--- config.mk ---
export PLATFORM = sky130hd
export DESIGN_NAME = sha256_engine
export DESIGN_NICKNAME = d
export VERILOG_FILES = /design/src/rtl/core/sha256_pkg.sv /design/src/rtl/core/sha256_engine.sv
export SDC_FILE = /design/constraint.sdc
export NUM_CORES = 2
export LEC_CHECK = 0
export ABC_AREA = 1
export ABC_CLOCK_PERIOD_IN_PS = 19600
export BUFFER_PORTS_ARGS = -buffer_cell sky130_fd_sc_hd__buf_2
export CELL_PAD_IN_SITES_DETAIL_PLACEMENT = 2
export CELL_PAD_IN_SITES_GLOBAL_PLACEMENT = 2
export CORE_MARGIN = 2
export CORE_UTILIZATION = 33
export DETAILED_ROUTE_END_ITERATION = 10
export PLACE_DENSITY = 0.89
export SLEW_MARGIN = 20
export SYNTH_ARGS = -nofsm -noshare
export SYNTH_HDL_FRONTEND = slang
export SYNTH_SLANG_ARGS = --single-unit
--- constraint.sdc ---
create_clock -name i_clk -period 19.6 [get_ports i_clk]
set_input_delay 0.98 -clock i_clk [delete_from_list [all_inputs] [get_ports i_clk]]
set_output_delay 0.98 -clock i_clk [all_outputs]
set_load 0.03 [all_outputs]
--- src/rtl/core/sha256_pkg.sv ---
`default_nettype none
package sha256_pkg;

    // One input beat: a message byte and its flags.
    typedef struct packed {
        logic [7:0] data_byte;
        logic       last_byte;
        logic       no_data;
    } t_in_item;

    // One output beat: a digest word and its position.
    typedef struct packed {
        logic [31:0] digest_word;
        logic [2:0]  word_index;
        logic        last_word;
    } t_out_item;

    // Work handed from the byte packer to the compression engine.
    typedef struct packed {
        logic [511:0] block;
        logic         emit;
    } t_job;

    typedef enum logic [1:0] {
        ST_IDLE,
        ST_ROUND,
        ST_FOLD,
        ST_EMIT
    } t_eng_state;

    typedef enum logic [1:0] {
        PK_BYTES,
        PK_PAD2
    } t_pack_state;

    localparam int unsigned ROUNDS = 64;
    localparam logic [7:0] PAD_BYTE = 8'h80;

    localparam logic [31:0] IV [8] = '{
        32'h6a09e667, 32'hbb67ae85, 32'h3c6ef372, 32'ha54ff53a,
        32'h510e527f, 32'h9b05688c, 32'h1f83d9ab, 32'h5be0cd19
    };

    localparam logic [31:0] ROUND_K [64] = '{
        32'h428a2f98, 32'h71374491, 32'hb5c0fbcf, 32'he9b5dba5,
        32'h3956c25b, 32'h59f111f1, 32'h923f82a4, 32'hab1c5ed5,
        32'hd807aa98, 32'h12835b01, 32'h243185be, 32'h550c7dc3,
        32'h72be5d74, 32'h80deb1fe, 32'h9bdc06a7, 32'hc19bf174,
        32'he49b69c1, 32'hefbe4786, 32'h0fc19dc6, 32'h240ca1cc,
        32'h2de92c6f, 32'h4a7484aa, 32'h5cb0a9dc, 32'h76f988da,
        32'h983e5152, 32'ha831c66d, 32'hb00327c8, 32'hbf597fc7,
        32'hc6e00bf3, 32'hd5a79147, 32'h06ca6351, 32'h14292967,
        32'h27b70a85, 32'h2e1b2138, 32'h4d2c6dfc, 32'h53380d13,
        32'h650a7354, 32'h766a0abb, 32'h81c2c92e, 32'h92722c85,
        32'ha2bfe8a1, 32'ha81a664b, 32'hc24b8b70, 32'hc76c51a3,
        32'hd192e819, 32'hd6990624, 32'hf40e3585, 32'h106aa070,
        32'h19a4c116, 32'h1e376c08, 32'h2748774c, 32'h34b0bcb5,
        32'h391c0cb3, 32'h4ed8aa4a, 32'h5b9cca4f, 32'h682e6ff3,
        32'h748f82ee, 32'h78a5636f, 32'h84c87814, 32'h8cc70208,
        32'h90befffa, 32'ha4506ceb, 32'hbef9a3f7, 32'hc67178f2
    };

    function automatic logic [31:0] rotr(input logic [31:0] x, input int unsigned n);
        rotr = (x >> n) | (x << (32 - n));
    endfunction

endpackage
`default_nettype wire

--- src/rtl/core/sha256_engine.sv ---
`default_nettype none
// Back end: one compression round per cycle, then digest emission after the final block of a message.
module sha256_engine (
    input  wire                   i_clk,
    input  wire                   i_rst_n,
    input  wire                   i_job_valid,
    input  sha256_pkg::t_job      i_job,
    output logic                  o_job_pop,
    output logic                  o_valid,
    input  wire                   i_stall,
    output sha256_pkg::t_out_item o_item
);
    import sha256_pkg::*;

    t_eng_state   r_state, n_state;
    logic [31:0]  r_h [8];
    logic [31:0]  r_v [8];
    logic [31:0]  r_w [16];
    logic [5:0]   r_rnd;
    logic         r_emit;
    logic [2:0]   r_idx;

    logic [31:0] t1, t2, wn, s0, s1;

    assign o_job_pop = (r_state == ST_IDLE) && i_job_valid;

    // Next state.
    always_comb begin
        n_state = r_state;
        case (r_state)
            ST_IDLE:  if (i_job_valid) n_state = ST_ROUND;
            ST_ROUND: if (r_rnd == 6'(ROUNDS - 1)) n_state = ST_FOLD;
            ST_FOLD:  n_state = r_emit ? ST_EMIT : ST_IDLE;
            ST_EMIT:  if (!i_stall && r_idx == 3'd7) n_state = ST_IDLE;
            default:  n_state = ST_IDLE;
        endcase
    end

    // Outputs.
    always_comb begin
        o_valid            = (r_state == ST_EMIT);
        o_item.digest_word = r_h[r_idx];
        o_item.word_index  = r_idx;
        o_item.last_word   = (r_idx == 3'd7);
    end

    // Round datapath and schedule.
    always_comb begin
        s0 = rotr(r_w[1], 7) ^ rotr(r_w[1], 18) ^ (r_w[1] >> 3);
        s1 = rotr(r_w[14], 17) ^ rotr(r_w[14], 19) ^ (r_w[14] >> 10);
        wn = s1 + r_w[9] + s0 + r_w[0];
        t1 = r_v[7] + (rotr(r_v[4], 6) ^ rotr(r_v[4], 11) ^ rotr(r_v[4], 25))
           + ((r_v[4] & r_v[5]) ^ (~r_v[4] & r_v[6])) + ROUND_K[r_rnd] + r_w[0];
        t2 = (rotr(r_v[0], 2) ^ rotr(r_v[0], 13) ^ rotr(r_v[0], 22))
           + ((r_v[0] & r_v[1]) ^ (r_v[0] & r_v[2]) ^ (r_v[1] & r_v[2]));
    end

    always_ff @(posedge i_clk) begin
        if (!i_rst_n) begin
            r_state <= ST_IDLE;
            r_rnd   <= '0;
            r_idx   <= '0;
            for (int i = 0; i < 8; i++) r_h[i] <= IV[i];
        end else begin
            r_state <= n_state;
            case (r_state)
                ST_IDLE: begin
                    if (i_job_valid) begin
                        for (int i = 0; i < 16; i++) r_w[i] <= i_job.block[511 - 32 * i -: 32];
                        for (int i = 0; i < 8; i++) r_v[i] <= r_h[i];
                        r_emit <= i_job.emit;
                        r_rnd  <= '0;
                    end
                end
                ST_ROUND: begin
                    for (int i = 0; i < 15; i++) r_w[i] <= r_w[i + 1];
                    r_w[15] <= wn;
                    r_v[7] <= r_v[6];
                    r_v[6] <= r_v[5];
                    r_v[5] <= r_v[4];
                    r_v[4] <= r_v[3] + t1;
                    r_v[3] <= r_v[2];
                    r_v[2] <= r_v[1];
                    r_v[1] <= r_v[0];
                    r_v[0] <= t1 + t2;
                    r_rnd  <= r_rnd + 6'd1;
                end
                ST_FOLD: begin
                    for (int i = 0; i < 8; i++) r_h[i] <= r_h[i] + r_v[i];
                    r_idx <= '0;
                end
                ST_EMIT: begin
                    if (!i_stall) begin
                        r_idx <= r_idx + 3'd1;
                        if (r_idx == 3'd7) begin
                            for (int i = 0; i < 8; i++) r_h[i] <= IV[i];
                        end
                    end
                end
                default: ;
            endcase
        end
    end
endmodule
`default_nettype wire
==> summary.log <==
INFO  clock_network  post_cts.repair.setup_buffers=0
INFO  layout         layout.filler_cells=26,690
INFO  global_route   grt_use_total=35.94%
INFO  timing         timing_worst_slew_pin_value=1.275ns
INFO  yosys          avgSynthCellArea=7.691um2
INFO  clock_network  numCtsBuffers=136
INFO  worst_hold_path hp-class=in2reg
INFO  drt            drt_iter0_markers=8,444
INFO  critical_path  arrival=9.75ns
INFO  drt            detailedRoute.firstPassIterationCount=6
INFO  drt            routed_wirelength=439,300um
INFO  clock_network  cts_root_buf=clkbuf_16
INFO  layout         layout.cells.most_common=nand2_1
INFO  yosys          synthesis.instances=9,983
INFO  die            initial_core_util=33.11%
INFO  critical_path  worstSetupPathType=reg2reg
INFO  yosys          sequential_to_total_area_share_from_yosys_stat=38.78%
INFO  yosys          syn-num-nets=11,090
INFO  layout         final_core_utilization=37.54%
INFO  layout         drive_above_1_share=8.608%
INFO  global_route   grt_pass1_wl=615,000um
INFO  timing         period_utilisation_layout=46.86%
INFO  layout         synthToLayoutAreaGrowth=13.36%
INFO  timing         finClkSkew=0.05745ns
INFO  global_route   overflow=0
INFO  clock_network  cts.sinks=1,039
INFO  clock_network  tritoncts=done
INFO  timing         timing.fmax=0.1089GHz
INFO  critical_path  worst_setup_path_start_kind=register
INFO  clock_network  ctsHtreeMaxLevel=4
INFO  clock_network  cts.hold.buffers_added=0
INFO  die            die_h=486.4um
INFO  timing         slew_violations=0
INFO  global_route   grt_max_degree=169
INFO  die            floorplan.rows=177
INFO  timing         rsz_0062_raised_after_global_routing=no
INFO  timing         hold_viol=0
INFO  timing         fin_setup_tns=0ns
INFO  global_route   grtUsageMet1=43.99%
INFO  clock_network  clkLatencyLatePin=0.85ns
INFO  die            dieArea=236,500um2
INFO  die            floorplan.io_pins=555
INFO  yosys          synth_edf_count=897
INFO  yosys          synth.ff_latch_count=1,039
INFO  outcome        status=completed
INFO  critical_path  worst_setup_path_end_kind=register
INFO  global_route   via_count_of_the_first_global_routing_pass=83,820
INFO  critical_path  critPathRequiredTime=20.16ns
INFO  global_route   gr-usage-met2=57.88%
INFO  global_route   grt_antenna_before_repair=128
INFO  critical_path  critPathSlowestCell=o21ai_0
INFO  yosys          synth_cell_types=69
INFO  placed_design  count_of_buffers_inserted_at_the_top_level_ports=554
INFO  drt            post_drt_via_cell_ratio=5.824
INFO  drt            detail_route.drc_violations=0
INFO  job            max_capacitance_violation_count=0
INFO  placed_design  dp_hpwl=342,400um
INFO  global_route   top_usage_layer=met2
INFO  yosys          synth-warning-count=0
INFO  yosys          syn-cell-area=76,780um2
INFO  clock_network  cts_max_path_buffers=3
INFO  yosys          postSynth.topFlopCell=edfxtp_1
INFO  die            die_w=486.4um
INFO  layout         design.final.nets=11,480
INFO  drt            postRouteAntennaNets=0
INFO  timing         relSlewSlack=14.07%
INFO  drt            vias=79,280
INFO  timing         fin_hold_ws=0.3263ns
INFO  drt            wl_per_cell=32.27um
INFO  die            core_area=231,900um2
INFO  timing         setup_viol=0
INFO  yosys          postSynth.asyncResetShare=0%
INFO  clock_network  post_cts.resized_instances=0
INFO  timing         final.min_clock_period=9.186ns
INFO  global_route   grt_use_met3=8.214%
INFO  critical_path  critPathMostFrequentCell=inv_1
INFO  placed_design  routabilityCongestion=1.018
INFO  layout         most-common-layout-cells=3,186 x nand2_1, 1,124 x inv_1, 897 x edfxtp_1
INFO  critical_path  cpPeakStageDelay=0.80ns
INFO  clock_network  cts.clk_slew.worst_paths=0.06ns
INFO  critical_path  worst-path-max-fanout=13
sequential cells by signal, indices dropped and copies added (netlist names), named ones only:
signal	flops
r_w	512
r_h	256
r_v	256
r_rnd	6
r_idx	3
r_state	2
r_emit	1
layer usage:
| metal | part of all wire (%) | up-vias |
|---|---|---|
| met5 | 0.10 | - |
| met4 | 7.0 | 58 |
| met3 | 8.9 | 1150 |
| met2 | 45 | 3827 |
| met1 | 39 | 40220 |
| li1 | - | 34030 |
layout make-up:
type                            count  area, um2  area share [%]
Timing Repair Buffer              620       3331           3.827
Multi-Input combinational cell   7435      41150           47.28
Inverter                         1143       4308           4.949
Sequential cell                  1039      29780           34.22
Clock inverter                     71      787.0          0.9042
Tap cell                         3043       3807           4.374
Clock buffer                      182       3669           4.215
Antenna cell                       81      202.7          0.2329
cells in the mapped netlist (all sizes together), types with 12 or more instances:
| cell | instances | area share [%] |
|---|---|---|
| a21boi | 22 | 0.23 |
| a21o | 67 | 0.66 |
| a21oi | 796 | 5.2 |
| a221oi | 24 | 0.27 |
| a31oi | 77 | 0.63 |
| buf | 201 | 1.3 |
| clkbuf | 165 | 0.81 |
| dfxtp | 142 | 3.7 |
| edfxtp | 897 | 35 |
| fa | 195 | 5.1 |
| ha | 395 | 6.4 |
| inv | 1142 | 5.6 |
| nand2 | 3192 | 16 |
| nand3 | 398 | 2.6 |
| nand3b | 23 | 0.22 |
| nand4 | 89 | 0.73 |
| nor2 | 605 | 3.0 |
| nor3 | 69 | 0.46 |
| nor4 | 12 | 0.11 |
| o211ai | 52 | 0.51 |
| o21a | 56 | 0.55 |
| o21ai | 855 | 5.6 |
| o21bai | 41 | 0.40 |
| o221ai | 14 | 0.16 |
| or2 | 27 | 0.22 |
| xnor2 | 152 | 1.7 |
| xor2 | 183 | 2.1 |
per-stage QoR:
step | instances | instance area, um2 | setup slack [ns]
final | 13610 | 87040 | 10.41
after global routing | 13590 | 86970 | 9.957
after CTS | 13530 | 86820 | 10.53
after detailed placement | 13280 | 82370 | 10.57
after global placement | 13280 | 82370 | 10.76
after floorplan | 9983 | 76780 | 0.1946
path summary, 6_finish.rpt:
check	startpoint	endpoint	slack [ns]	cells past startpoint
worst max-delay path	r_rnd[0]	r_v[0][28]	10.41	38
worst min-delay path	i_job[0]	r_emit	0.33	1
worst max register to register	r_rnd[0]	r_v[0][28]	10.41	38
worst min register to register	r_h[5][23]	r_h[5][23]	0.50	2
logic make-up after synthesis:
family          share of synthesized area [%]
compound gates                          14.85
xor+xnor                                3.821
fa+ha+maj                               11.56
buf+inv                                 7.696
flops                                   38.78
mux                                    0.2070
simple gates                            23.08
worst max-delay path: cells and delay by family (launching register included):
| family | cells | cell delay, ns |
|---|---|---|
| flops | 1 | 0.63 |
| buf+inv | 8 | 1.06 |
| fa+ha+maj | 8 | 3.10 |
| compound gates | 10 | 2.59 |
| xor+xnor | 1 | 0.24 |
| simple gates | 11 | 1.25 |
Power is left out: the tool's default activity adds up to more than one toggle a clock period on the data nets, which glitch-free logic cannot reach.
