[config.mk]
export PLATFORM = sky130hd
export DESIGN_NAME = sha256_queue
export DESIGN_NICKNAME = d
export VERILOG_FILES = /design/src/rtl/core/sha256_pkg.sv /design/src/rtl/core/sha256_queue.sv
export SDC_FILE = /design/constraint.sdc
export NUM_CORES = 1
export LEC_CHECK = 0
export BUFFER_PORTS_ARGS = -buffer_cell sky130_fd_sc_hd__buf_2
export CAP_MARGIN = 20
export CORE_AREA = 8 8 400 402
export CTS_BUF_LIST = sky130_fd_sc_hd__clkbuf_4 sky130_fd_sc_hd__clkbuf_8 sky130_fd_sc_hd__clkbuf_16
export DETAILED_ROUTE_END_ITERATION = 7
export DIE_AREA = 0 0 408 410
export GPL_TIMING_DRIVEN = 0
export SYNTH_ARGS = -nofsm -noshare
export SYNTH_HDL_FRONTEND = slang
export SYNTH_SLANG_ARGS = --single-unit
[constraint.sdc]
create_clock -name i_clk -period 23.4 [get_ports i_clk]
set_input_delay 1.17 -clock i_clk [delete_from_list [all_inputs] [get_ports i_clk]]
set_output_delay 1.17 -clock i_clk [all_outputs]
set_load 0.02 [all_outputs]
[src/rtl/core/sha256_pkg.sv]
`default_nettype none
package sha256_pkg;

    // One input beat: a message byte and its flags.
    typedef struct packed {
        logic [7:0] data_byte;
        logic       last_byte;
        logic       no_data;
    } t_in_item;

    // One output beat: a digest word and its position.
    typedef struct packed {
        logic [31:0] digest_word;
        logic [2:0]  word_index;
        logic        last_word;
    } t_out_item;

    // Work handed from the byte packer to the compression engine.
    typedef struct packed {
        logic [511:0] block;
        logic         emit;
    } t_job;

    typedef enum logic [1:0] {
        ST_IDLE,
        ST_ROUND,
        ST_FOLD,
        ST_EMIT
    } t_eng_state;

    typedef enum logic [1:0] {
        PK_BYTES,
        PK_PAD2
    } t_pack_state;

    localparam int unsigned ROUNDS = 64;
    localparam logic [7:0] PAD_BYTE = 8'h80;

    localparam logic [31:0] IV [8] = '{
        32'h6a09e667, 32'hbb67ae85, 32'h3c6ef372, 32'ha54ff53a,
        32'h510e527f, 32'h9b05688c, 32'h1f83d9ab, 32'h5be0cd19
    };

    localparam logic [31:0] ROUND_K [64] = '{
        32'h428a2f98, 32'h71374491, 32'hb5c0fbcf, 32'he9b5dba5,
        32'h3956c25b, 32'h59f111f1, 32'h923f82a4, 32'hab1c5ed5,
        32'hd807aa98, 32'h12835b01, 32'h243185be, 32'h550c7dc3,
        32'h72be5d74, 32'h80deb1fe, 32'h9bdc06a7, 32'hc19bf174,
        32'he49b69c1, 32'hefbe4786, 32'h0fc19dc6, 32'h240ca1cc,
        32'h2de92c6f, 32'h4a7484aa, 32'h5cb0a9dc, 32'h76f988da,
        32'h983e5152, 32'ha831c66d, 32'hb00327c8, 32'hbf597fc7,
        32'hc6e00bf3, 32'hd5a79147, 32'h06ca6351, 32'h14292967,
        32'h27b70a85, 32'h2e1b2138, 32'h4d2c6dfc, 32'h53380d13,
        32'h650a7354, 32'h766a0abb, 32'h81c2c92e, 32'h92722c85,
        32'ha2bfe8a1, 32'ha81a664b, 32'hc24b8b70, 32'hc76c51a3,
        32'hd192e819, 32'hd6990624, 32'hf40e3585, 32'h106aa070,
        32'h19a4c116, 32'h1e376c08, 32'h2748774c, 32'h34b0bcb5,
        32'h391c0cb3, 32'h4ed8aa4a, 32'h5b9cca4f, 32'h682e6ff3,
        32'h748f82ee, 32'h78a5636f, 32'h84c87814, 32'h8cc70208,
        32'h90befffa, 32'ha4506ceb, 32'hbef9a3f7, 32'hc67178f2
    };

    function automatic logic [31:0] rotr(input logic [31:0] x, input int unsigned n);
        rotr = (x >> n) | (x << (32 - n));
    endfunction

endpackage
`default_nettype wire

[src/rtl/core/sha256_queue.sv]
`default_nettype none
// Two-entry queue of block jobs between the packer and the engine.
module sha256_queue (
    input  wire              i_clk,
    input  wire              i_rst_n,
    input  wire              i_push,
    input  sha256_pkg::t_job i_job,
    output logic             o_full,
    input  wire              i_pop,
    output logic             o_nonempty,
    output sha256_pkg::t_job o_job
);
    import sha256_pkg::*;

    t_job       r_slot [2];
    logic       r_wp, r_rp;
    logic [1:0] r_cnt;

    assign o_full     = (r_cnt == 2'd2);
    assign o_nonempty = (r_cnt != 2'd0);
    assign o_job      = r_slot[r_rp];

    // Pointer and fill count bookkeeping.
    always_ff @(posedge i_clk) begin
        if (!i_rst_n) begin
            r_wp  <= 1'b0;
            r_rp  <= 1'b0;
            r_cnt <= '0;
        end else begin
            if (i_push) begin
                r_wp <= !r_wp;
            end
            if (i_pop) begin
                r_rp <= !r_rp;
            end
            r_cnt <= r_cnt + {1'b0, i_push} - {1'b0, i_pop};
        end
    end

    always_ff @(posedge i_clk) begin
        if (i_push) begin
            r_slot[r_wp] <= i_job;
        end
    end
endmodule
`default_nettype wire

==> results of run 1 <==
## metal layers
layer	wire length [um]	track usage, %	vias to the layer above
met5	318	0	-
met3	10500	5.10	237
met4	3340	4.21	52
met1	43400	14.7	10337
met2	60300	23.6	843
li1	-	-	8908
## worst max-delay path by stage
stage | start | to | slack (ps)
after detailed placement | i_push | r_slot[1][463]$_DFFE_PP_ | 19530
final | flip-flop | o_job[413] | 19650
after global placement | i_push | r_slot[0][463]$_DFFE_PP_ | -500
after global routing | flip-flop | o_job[413] | 19460
after CTS | flip-flop | o_job[413] | 19440
after floorplan | i_push | r_wp$_SDFFE_PN0P_ | 8350
## logic make-up after synthesis
| family | Yosys count |
|---|---|
| multiplexers | 513 |
| AND/OR/NAND/NOR | 9 |
| AO/OA/AOI/OAI | 1 |
| adder cells (fa/ha/maj) | 2 |
| buffers and inverters | 59 |
| flip-flops | 1031 |
| XOR/XNOR | 2 |
## power groups by stage
| stage | combinational, mW | clock [mW] | sequential [mW] |
|---|---|---|---|
| global route | 0.603 | 1.88 | 2.16 |
| floorplan | 0.314 | 0 | 2.23 |
| detailed placement | 0.583 | 0 | 2.19 |
| CTS | 0.586 | 1.82 | 2.16 |
| finish | 0.572 | 1.76 | 2.16 |
| global placement | 0.562 | 0 | 2.27 |
## sequential cells by signal (all words and copies together) (netlist names), named ones only
name    cells
r_wp        1
r_cnt       2
r_rp        1
r_slot   1026
## critical path, stage by stage (launching register included)
cell and delay [ps]:
dfxtp_1 320, buf_6 290, buf_6 250, buf_6 260
mux2_2 480, buf_2 220
## synth_stat cells
library cell,number
and2_1,4
buf_2,4
buf_6,53
dfxtp_1,5
edfxtp_1,1026
ha_1,2
inv_1,2
mux2_2,513
nor2b_1,4
o21a_1,1
or2_2,1
xnor3_1,1
xor2_1,1
## area by class of cell
class | count | area share, %
Timing Repair Buffer | 1060 | 11.7
Inverter | 2 | 0.0151
Sequential cell | 1031 | 62.3
Buffer | 57 | 1.24
Multi-Input combinational cell | 527 | 11.9
Tap cell | 2044 | 5.16
Clock buffer | 127 | 5.84
Antenna cell | 26 | 0.131
Clock inverter | 77 | 1.63
## through the flow
step | worst slack (ps) | hold slack [ps] | TNS [ps] | util (%)
after floorplan | 8350 | 555 | 0 | -
after global placement | -500 | 565 | -195590 | 29.4
after detailed placement | 19530 | 576 | 0 | 29.9
after CTS | 19440 | 536 | 0 | 32.3
after global routing | 19460 | 580 | 0 | 32.3
final | 19650 | 585 | 0 | 32.3
==> flow_metrics.env, run 1 <==
export IMPL_syn_area_um2=37400
export IMPL_synth_top_family_by_area="multiplexers"
export IMPL_synth_xor_area_share_pct=0.0836
export IMPL_p_per_area_nw_per_um2=90.6
export IMPL_floorplan_initialDensity_pct=24.4
export IMPL_pwr_share_comb_pct=12.7
export IMPL_ff_latch_area_um2=30900
export IMPL_ant_nets=0
export IMPL_rsz0062_at_grt="false"
export IMPL_vdd_drop_max_uv=69.5
export IMPL_worstSetupPathType="reg -> out"
export IMPL_fin_worst_skew_ps=26.5
export IMPL_p_total_mw=4.49
export IMPL_synthMuxAreaShare_pct=15.4
export IMPL_wirelength_um=118000
export IMPL_r2r_end="r_slot[1][41]$_DFFE_PP_"
export IMPL_layout_nets=3309
export IMPL_cp_end_kind="output port"
export IMPL_clock_sinks=1031
export IMPL_grt_pass1_wl_um=160000
export IMPL_layout_commonest_cell="buf_2"
export IMPL_clock_path_buffers=3
export IMPL_syn_avg_cell_area_um2=23.1
export IMPL_drv_slew=0
export IMPL_dieArea_um2=167000
export IMPL_place_area_um2=45800
export IMPL_fillCellCount=14907
export IMPL_arrival_ps=2580
export IMPL_cts_tree="done"
export IMPL_post_place_cells=4721
export IMPL_cts_max_level=3
export IMPL_die_w_um=408
export IMPL_die_y_um=410
export IMPL_p_leak_nw=18.2
export IMPL_max_cap_viol_count=0
export IMPL_worstMarginPinSlew_ps=842
export IMPL_hp_start="r_rp$_SDFFE_PN0P_"
export IMPL_clockRootBuffer="clkbuf_16"
export IMPL_synthAdderAreaFrac_pct=0.0669
export IMPL_r2r_cells=5
export IMPL_layout_drive_gt1_share_pct=62.8
export IMPL_antenna_found_initial=68
export IMPL_hp_class="reg -> reg"
export IMPL_synthCells=1617
export IMPL_max_freq_mhz=267
export IMPL_ys_ff_latch=1031
export IMPL_sw_frac_of_total_pct=24.5
export IMPL_drc=0
export IMPL_viasPerCell=4.12
export IMPL_gp_congestion=0.840
export IMPL_firstDrtPassIters=5
export IMPL_yosys_area_share_simple_pct=0.150
export IMPL_maxSlewHeadroom_pct=43.9
export IMPL_cp_max_fo=10
export IMPL_hold_viol_final=0
export IMPL_ys_seq_area_share_pct=82.6
export IMPL_finalSetupViolCount=0
export IMPL_ctsHoldBuffers=0
export IMPL_fin_cells=4951
export IMPL_timing_final_crit_period_ps=3750
export IMPL_grt_remaining_overflow=0
export IMPL_core_area_um2=153000
export IMPL_power_internal_mw=3.39
export IMPL_reg2reg_slack_ps=20480
export IMPL_netSwitchingPower_mw=1.10
export IMPL_num_rows=144
export IMPL_synth_cell_type_count=13
export IMPL_synth_area_leaders="edfxtp_1 82%, mux2_2 15%, buf_6 1.6%"
export IMPL_syn_num_nets=2136
export IMPL_synth_top_area_cell="edfxtp_1"
export IMPL_syn_to_final_growth_pct=32.5
export IMPL_wl_per_cell_um=23.8
export IMPL_pwr_share_clk_pct=39.3
export IMPL_grt_max_degree=65
export IMPL_port_buffers=1031
export IMPL_num_vias=20377
export IMPL_path_clk_slew_ps=60
export IMPL_post_cts_buffers=0
export IMPL_multi_input_area_um2=5910
export IMPL_final_cell_area_um2=49600
export IMPL_ios=1032
export IMPL_synth_compound_area_share_pct=0.0201
export IMPL_mostFrequentLayoutCells="1,035 x buf_2, 1,026 x edfxtp_1, 513 x mux2_2"
export IMPL_worstPathRequired_ps=22230
export IMPL_hold_depth=2
export IMPL_yosys_warnings=0
export IMPL_fin_crit_sh_pct=16.0
export IMPL_cts_resized=0
export IMPL_status="completed"
export IMPL_whs_endpoint="r_rp$_SDFFE_PN0P_"
export IMPL_yosysTopAreaCellShare_pct=82.3
export IMPL_pwr_share_seq_pct=48.0
export IMPL_cp_start_kind="flip-flop"
export IMPL_first_global_vias=21102
export IMPL_worstReg2RegStart="r_wp$_SDFFE_PN0P_"
export IMPL_numCtsBuffers=111
export IMPL_clock_latency_ps=700
export IMPL_grt_total_usage_pct=13.3
export IMPL_hpwlAfterDp_um=91900
export IMPL_drtIter0Drc=1536
Note: power is estimated with default switching activity, not from simulation.
==> inputs of run 2 (changes only) <==
Settings changed: CORE_AREA 8 8 400 402 to 8 8 392 394, DIE_AREA 0 0 408 410 to 0 0 400 402.
Clock period 23.4 ns to 3.8 ns, I/O delays scaled along.
==> run 2 against run 1 <==
  * Sequential share of layout area is 5.5 points lower
  * Critical path type is now reg -> reg
  * Clock skew hardly changed
  * Die area is 3.9% lower
  * Design area is 9.6% higher
  * Hold slack worse by 380 ps
  * Global-route usage is 0.83 points higher
  * Highest routed layer unchanged
  * Setup slack worse by 19000 ps
  * Clock power grew to 5.8 times the previous value
  * Utilization is 4.6 points higher
  * Register-to-register slack worse by 20000 ps
  * Critical path depth is 1 higher
==> flow_metrics.env, run 2 (synthesized netlist as in run 1, its figures left out) <==
export IMPL_crit_buf_inv=5
export IMPL_die_w_um=400
export IMPL_cp_slowest_cell="and2_4"
export IMPL_num_rows=141
export IMPL_tns_ps=0
export IMPL_path_cells="and2_4, buf_16, buf_16, buf_16, buf_16, buf_16"
export IMPL_cts_tree="done"
export IMPL_r2r_cells=6
export IMPL_place_area_um2=45700
export IMPL_clockRootBuffer="clkbuf_16"
export IMPL_ant_nets=0
export IMPL_viasPerCell=4.14
export IMPL_largestRegisters="r_slot x1026, r_cnt x2"
export IMPL_worstReg2RegStart="r_wp$_SDFFE_PN0P_"
export IMPL_p_per_area_nw_per_um2=506
export IMPL_max_freq_mhz=325
export IMPL_drc=0
export IMPL_port_buffers=1031
export IMPL_timing_final_crit_period_ps=3080
export IMPL_hp_class="in -> reg"
export IMPL_numCtsBuffers=107
export IMPL_mostFrequentLayoutCells="1,035 x buf_2, 1,026 x edfxtp_1, 517 x dlygate4sd3_1"
export IMPL_hp_start="i_job[309]"
export IMPL_firstDrtPassIters=4
export IMPL_drtIter0Drc=1364
export IMPL_p_leak_nw=20.2
export IMPL_clock_latency_ps=710
export IMPL_dieArea_um2=161000
export IMPL_antenna_found_initial=23
export IMPL_worstSetupPathType="reg -> reg"
export IMPL_layout_commonest_cell="buf_2"
export IMPL_hpwlAfterDp_um=89200
export IMPL_grt_remaining_overflow=0
export IMPL_setup_slack_ps=721
export IMPL_grt_total_usage_pct=14.1
export IMPL_num_vias=22049
export IMPL_clock_sinks=1031
export IMPL_cts_max_level=3
export IMPL_first_global_vias=23948
export IMPL_dp_slack_ps=703
export IMPL_maxSlewHeadroom_pct=49.0
export IMPL_worstPathRequired_ps=4150
export IMPL_layout_nets=3822
export IMPL_die_y_um=402
export IMPL_rsz0062_at_grt="false"
export IMPL_fin_worst_skew_ps=26.9
export IMPL_reg2reg_slack_ps=720
export IMPL_finalSetupViolCount=0
export IMPL_drv_slew=0
export IMPL_ios=1032
export IMPL_post_cts_buffers=0
export IMPL_fillCellCount=13677
export IMPL_cp_end_kind="flip-flop"
export IMPL_clock_path_buffers=3
export IMPL_top_register="r_slot"
export IMPL_whs_endpoint="r_slot[0][309]$_DFFE_PP_"
export IMPL_floorplan_initialDensity_pct=25.4
export IMPL_largest_reg_flops=1026
export IMPL_worstMarginPinSlew_ps=763
export IMPL_hold_depth=2
export IMPL_wl_per_cell_um=22.5
export IMPL_critPathLaunch="r_wp$_SDFFE_PN0P_"
export IMPL_core_area_um2=147000
export IMPL_crit_path_frequent_cell="buf_16"
export IMPL_vdd_drop_max_uv=560
export IMPL_max_cap_viol_count=0
export IMPL_grt_pass1_wl_um=166000
export IMPL_hold_viol_final=0
export IMPL_fin_crit_sh_pct=81.0
export IMPL_fin_util_pct=36.9
export IMPL_grt_max_degree=61
export IMPL_cpLargestDelayFamily="buffers and inverters"
export IMPL_status="completed"
export IMPL_layout_drive_gt1_share_pct=53.4
export IMPL_cp_start_kind="flip-flop"
export IMPL_cpPeakStageDelay_ps=520
export IMPL_cp_max_fo=60
export IMPL_final_cell_area_um2=54400
export IMPL_wirelength_um=120000
export IMPL_path_clk_slew_ps=60
export IMPL_r2r_end="r_slot[1][29]$_DFFE_PP_"
export IMPL_gp_congestion=0.825
export IMPL_arrival_ps=3430
export IMPL_syn_to_final_growth_pct=45.2
## run 2: changes by cell type in the layout (fill, tap and decap cells not counted), sizes merged
cell,change
diode,-14
clkinv,-2
clkinvlp,+3
inv,-8
dlygate4sd3,+517
clkbuf,+3
bufinv,-7
## run 2: what timing repair did
| item | 4_1_cts | 5_1_grt |
|---|---|---|
| hold buffers | 517 | 0 |
| gates resized for setup | 0 | 0 |
| hold endpoints to repair | 1049 | 0 |
## run 2: layer usage
layer  track usage (%)  part of all wire (%)
met1              16.1                    38
met2              25.1                    51
met3              3.96                   7.5
met4              5.34                   3.5
met5                 0                 0.051
## run 2: worst max path at each step
stage,cells past startpoint,to
after floorplan,1,r_slot[0][0]$_DFFE_PP_
after global placement,2,r_slot[0][22]$_DFFE_PP_
after detailed placement,6,r_slot[1][29]$_DFFE_PP_
after CTS,6,r_slot[1][282]$_DFFE_PP_
after global routing,6,r_slot[1][29]$_DFFE_PP_
final,6,r_slot[1][29]$_DFFE_PP_
## run 2: power breakdown
group / internal [mW] / switching, mW / leakage [nW]
Clock: 5.83 / 4.38 / 1.72
Sequential: 13.2 / 0.118 / 9.67
Combinational: 1.69 / 2.31 / 8.85
Total: 20.7 / 6.81 / 20.2
## run 2: worst reg2reg max path, stage by stage, from the launching register on
cell     delay (ps)
dfxtp_2         350
and2_4          520
buf_16          320
buf_16          340
buf_16          390
buf_16          370
buf_16          400
## run 2: layout make-up
type                    instances  area, um^2  share of cell area, %
flip-flops and latches       1031       30900                   56.9
repair buffers               1577       11000                   20.3
multi-input cells             527        5910                   10.9
clock buffers                 130        2890                   5.31
well taps                    1930        2410                   4.44
plain buffers                  57         617                   1.13
clock inverters                63         573                   1.05
diodes                         12        30.0                 0.0552
inverters                       2        7.51                 0.0138
## run 2: metrics by stage
stage / std cells / power, mW / hold slack, ps
detailed placement: 4607 / 17.1 / 381
floorplan: 1617 / 15.6 / 289
finish: 5329 / 27.5 / 202
global route: 5325 / 28.4 / 130
global placement: 4578 / 17.2 / 377
CTS: 5317 / 27.8 / 93.4
==> inputs of run 3 (changes only) <==
Settings changed: CORE_AREA 8 8 392 394 to 8 8 400 402, DIE_AREA 0 0 400 402 to 0 0 408 410.
Clock period 3.8 ns to 2.81 ns, I/O delays scaled along.
==> run 3 against run 2 <==
  * Critical path depth up 3
  * First-iteration DRC count grew 14%
  * Combinational power up 36%
  * Via count is 1.1% higher
  * Global-route usage down 0.41 points
  * Non-clock buffer count grew 3
  * Design area grew 0.34%
  * Count of clock-buffer cells in the layout is 5 higher
  * Utilization is 1.4 points lower
  * Sequential power up 35%
  * Die area increased by 4.0%
  * Critical path type unchanged
  * Highest routed layer unchanged
==> flow_metrics.env, run 3 (synthesized netlist as in run 1, its figures left out) <==
export IMPL_wl_met2_um=60600
export IMPL_core_area_um2=153000
export IMPL_grt_remaining_overflow=0
export IMPL_cts_tree="done"
export IMPL_ios=1032
export IMPL_hpwlAfterDp_um=90900
export IMPL_mostFrequentLayoutCells="1,035 x buf_2, 1,026 x edfxtp_1, 518 x dlygate4sd3_1"
export IMPL_syn_to_final_growth_pct=45.7
export IMPL_worstMarginPinSlew_ps=762
export IMPL_fin_util_pct=35.6
export IMPL_top_register="r_slot"
export IMPL_p_leak_nw=20.2
export IMPL_fillCellCount=14443
export IMPL_rsz0062_at_grt="false"
export IMPL_worstSetupPathType="reg -> reg"
export IMPL_max_cap_viol_count=0
export IMPL_gp_congestion=0.839
export IMPL_timing_final_crit_period_ps=2650
export IMPL_cp_end_kind="flip-flop"
export IMPL_wl_met1_um=45000
export IMPL_first_global_vias=24176
export IMPL_cts_max_level=3
export IMPL_grt_total_usage_pct=13.7
export IMPL_p_per_area_nw_per_um2=683
export IMPL_arrival_ps=3020
export IMPL_floorplan_initialDensity_pct=24.4
export IMPL_grt_pass1_wl_um=169000
export IMPL_dr_max_layer_used="met5"
export IMPL_die_w_um=408
export IMPL_clockRootBuffer="clkbuf_16"
export IMPL_clock_path_buffers=3
export IMPL_clock_latency_ps=710
export IMPL_path_clk_slew_ps=60
export IMPL_drc=0
export IMPL_p_total_mw=37.2
export IMPL_port_buffers=1031
export IMPL_layout_drive_gt1_share_pct=53.2
export IMPL_dieArea_um2=167000
export IMPL_fin_crit_sh_pct=94.2
export IMPL_worstPathRequired_ps=3190
export IMPL_drv_slew=0
export IMPL_largest_reg_flops=1026
export IMPL_max_freq_mhz=378
export IMPL_firstDrtPassIters=5
export IMPL_cp_start_kind="flip-flop"
export IMPL_drtIter0Drc=1555
export IMPL_wl_met3_um=9980
export IMPL_num_vias=22283
export IMPL_whs_ps=138
export IMPL_tns_ps=0
export IMPL_largestRegisters="r_slot x1026, r_cnt x2"
export IMPL_vdd_drop_max_uv=517
export IMPL_ant_nets=0
export IMPL_hp_class="in -> reg"
export IMPL_numCtsBuffers=107
export IMPL_antenna_found_initial=34
export IMPL_finalSetupViolCount=0
export IMPL_wirelength_um=122000
export IMPL_num_rows=144
export IMPL_multi_input_area_um2=5920
export IMPL_fin_worst_skew_ps=58.7
export IMPL_wl_per_cell_um=22.4
export IMPL_cp_max_fo=30
export IMPL_layout_nets=3827
export IMPL_status="completed"
export IMPL_ff_latch_area_um2=30900
export IMPL_layout_commonest_cell="buf_2"
export IMPL_viasPerCell=4.09
export IMPL_hold_viol_final=0
export IMPL_die_y_um=410
export IMPL_maxSlewHeadroom_pct=49.2
export IMPL_clock_sinks=1031
export IMPL_grt_max_degree=63
## run 3: changes by cell type in the layout (fill, tap and decap cells not counted), moves of 3 or more
cell,previous run,this run
buf_4,0,3
clkbuf_4,21,27
clkinv_1,18,23
clkinv_2,26,11
diode_2,12,19
## run 3: repair_timing
action                                  4_1_cts  5_1_grt
buffers inserted                              3        0
hold buffers                                518        0
hold endpoints to repair                   1031        0
endpoints found under the setup margin      270      108
pin swaps                                     1        0
gates cloned                                  3        1
gates resized for setup                       0        2
## run 3: power by group
group / switching [mW] / total (mW) / internal [mW]
clock network: 5.97 / 13.9 / 7.89
logic: 3.13 / 5.42 / 2.29
registers: 0.163 / 18.0 / 17.8
## run 3: layout make-up
cell class | count | area share [%]
Sequential cell | 1031 | 56.7
Clock buffer | 135 | 5.33
Tap cell | 2044 | 4.69
Clock inverter | 54 | 1.00
Inverter | 2 | 0.0138
Timing Repair Buffer | 1580 | 20.2
Buffer | 57 | 1.13
Antenna cell | 19 | 0.0872
Multi-Input combinational cell | 529 | 10.9
## run 3: metrics by stage
| step | cells | area (um^2) | worst slack [ps] |
|---|---|---|---|
| after floorplan | 1617 | 37400 | -5510 |
| after global placement | 4692 | 45200 | -10490 |
| after detailed placement | 4721 | 45800 | -412 |
| after CTS | 5433 | 54500 | 12.5 |
| after global routing | 5445 | 54500 | 6.00 |
| final | 5451 | 54500 | 162 |
## run 3: routing by layer
metal / vias to the layer above / track usage (%)
li1: 9922 / -
met1: 11203 / 15.2
met2: 895 / 23.5
met3: 251 / 4.56
met4: 12 / 6.92
met5: - / 0
## run 3: worst paths after layout
check                     from                        to  slack, ps  cells past startpoint
max          r_wp$_SDFFE_PN0P_  r_slot[0][213]$_DFFE_PP_        160                      9
min                  i_job[97]   r_slot[1][97]$_DFFE_PP_        140                      2
max reg2reg  r_wp$_SDFFE_PN0P_  r_slot[0][213]$_DFFE_PP_        160                      9
min reg2reg  r_rp$_SDFFE_PN0P_                 flip-flop        590                      2
## run 3: critical path: stages (launching register included)
cell	delay [ps]
dfxtp_2	400
nor2b_4	170
buf_4	140
buf_12	180
buf_12	220
buf_12	230
buf_12	230
buf_12	220
buf_16	190
buf_12	210
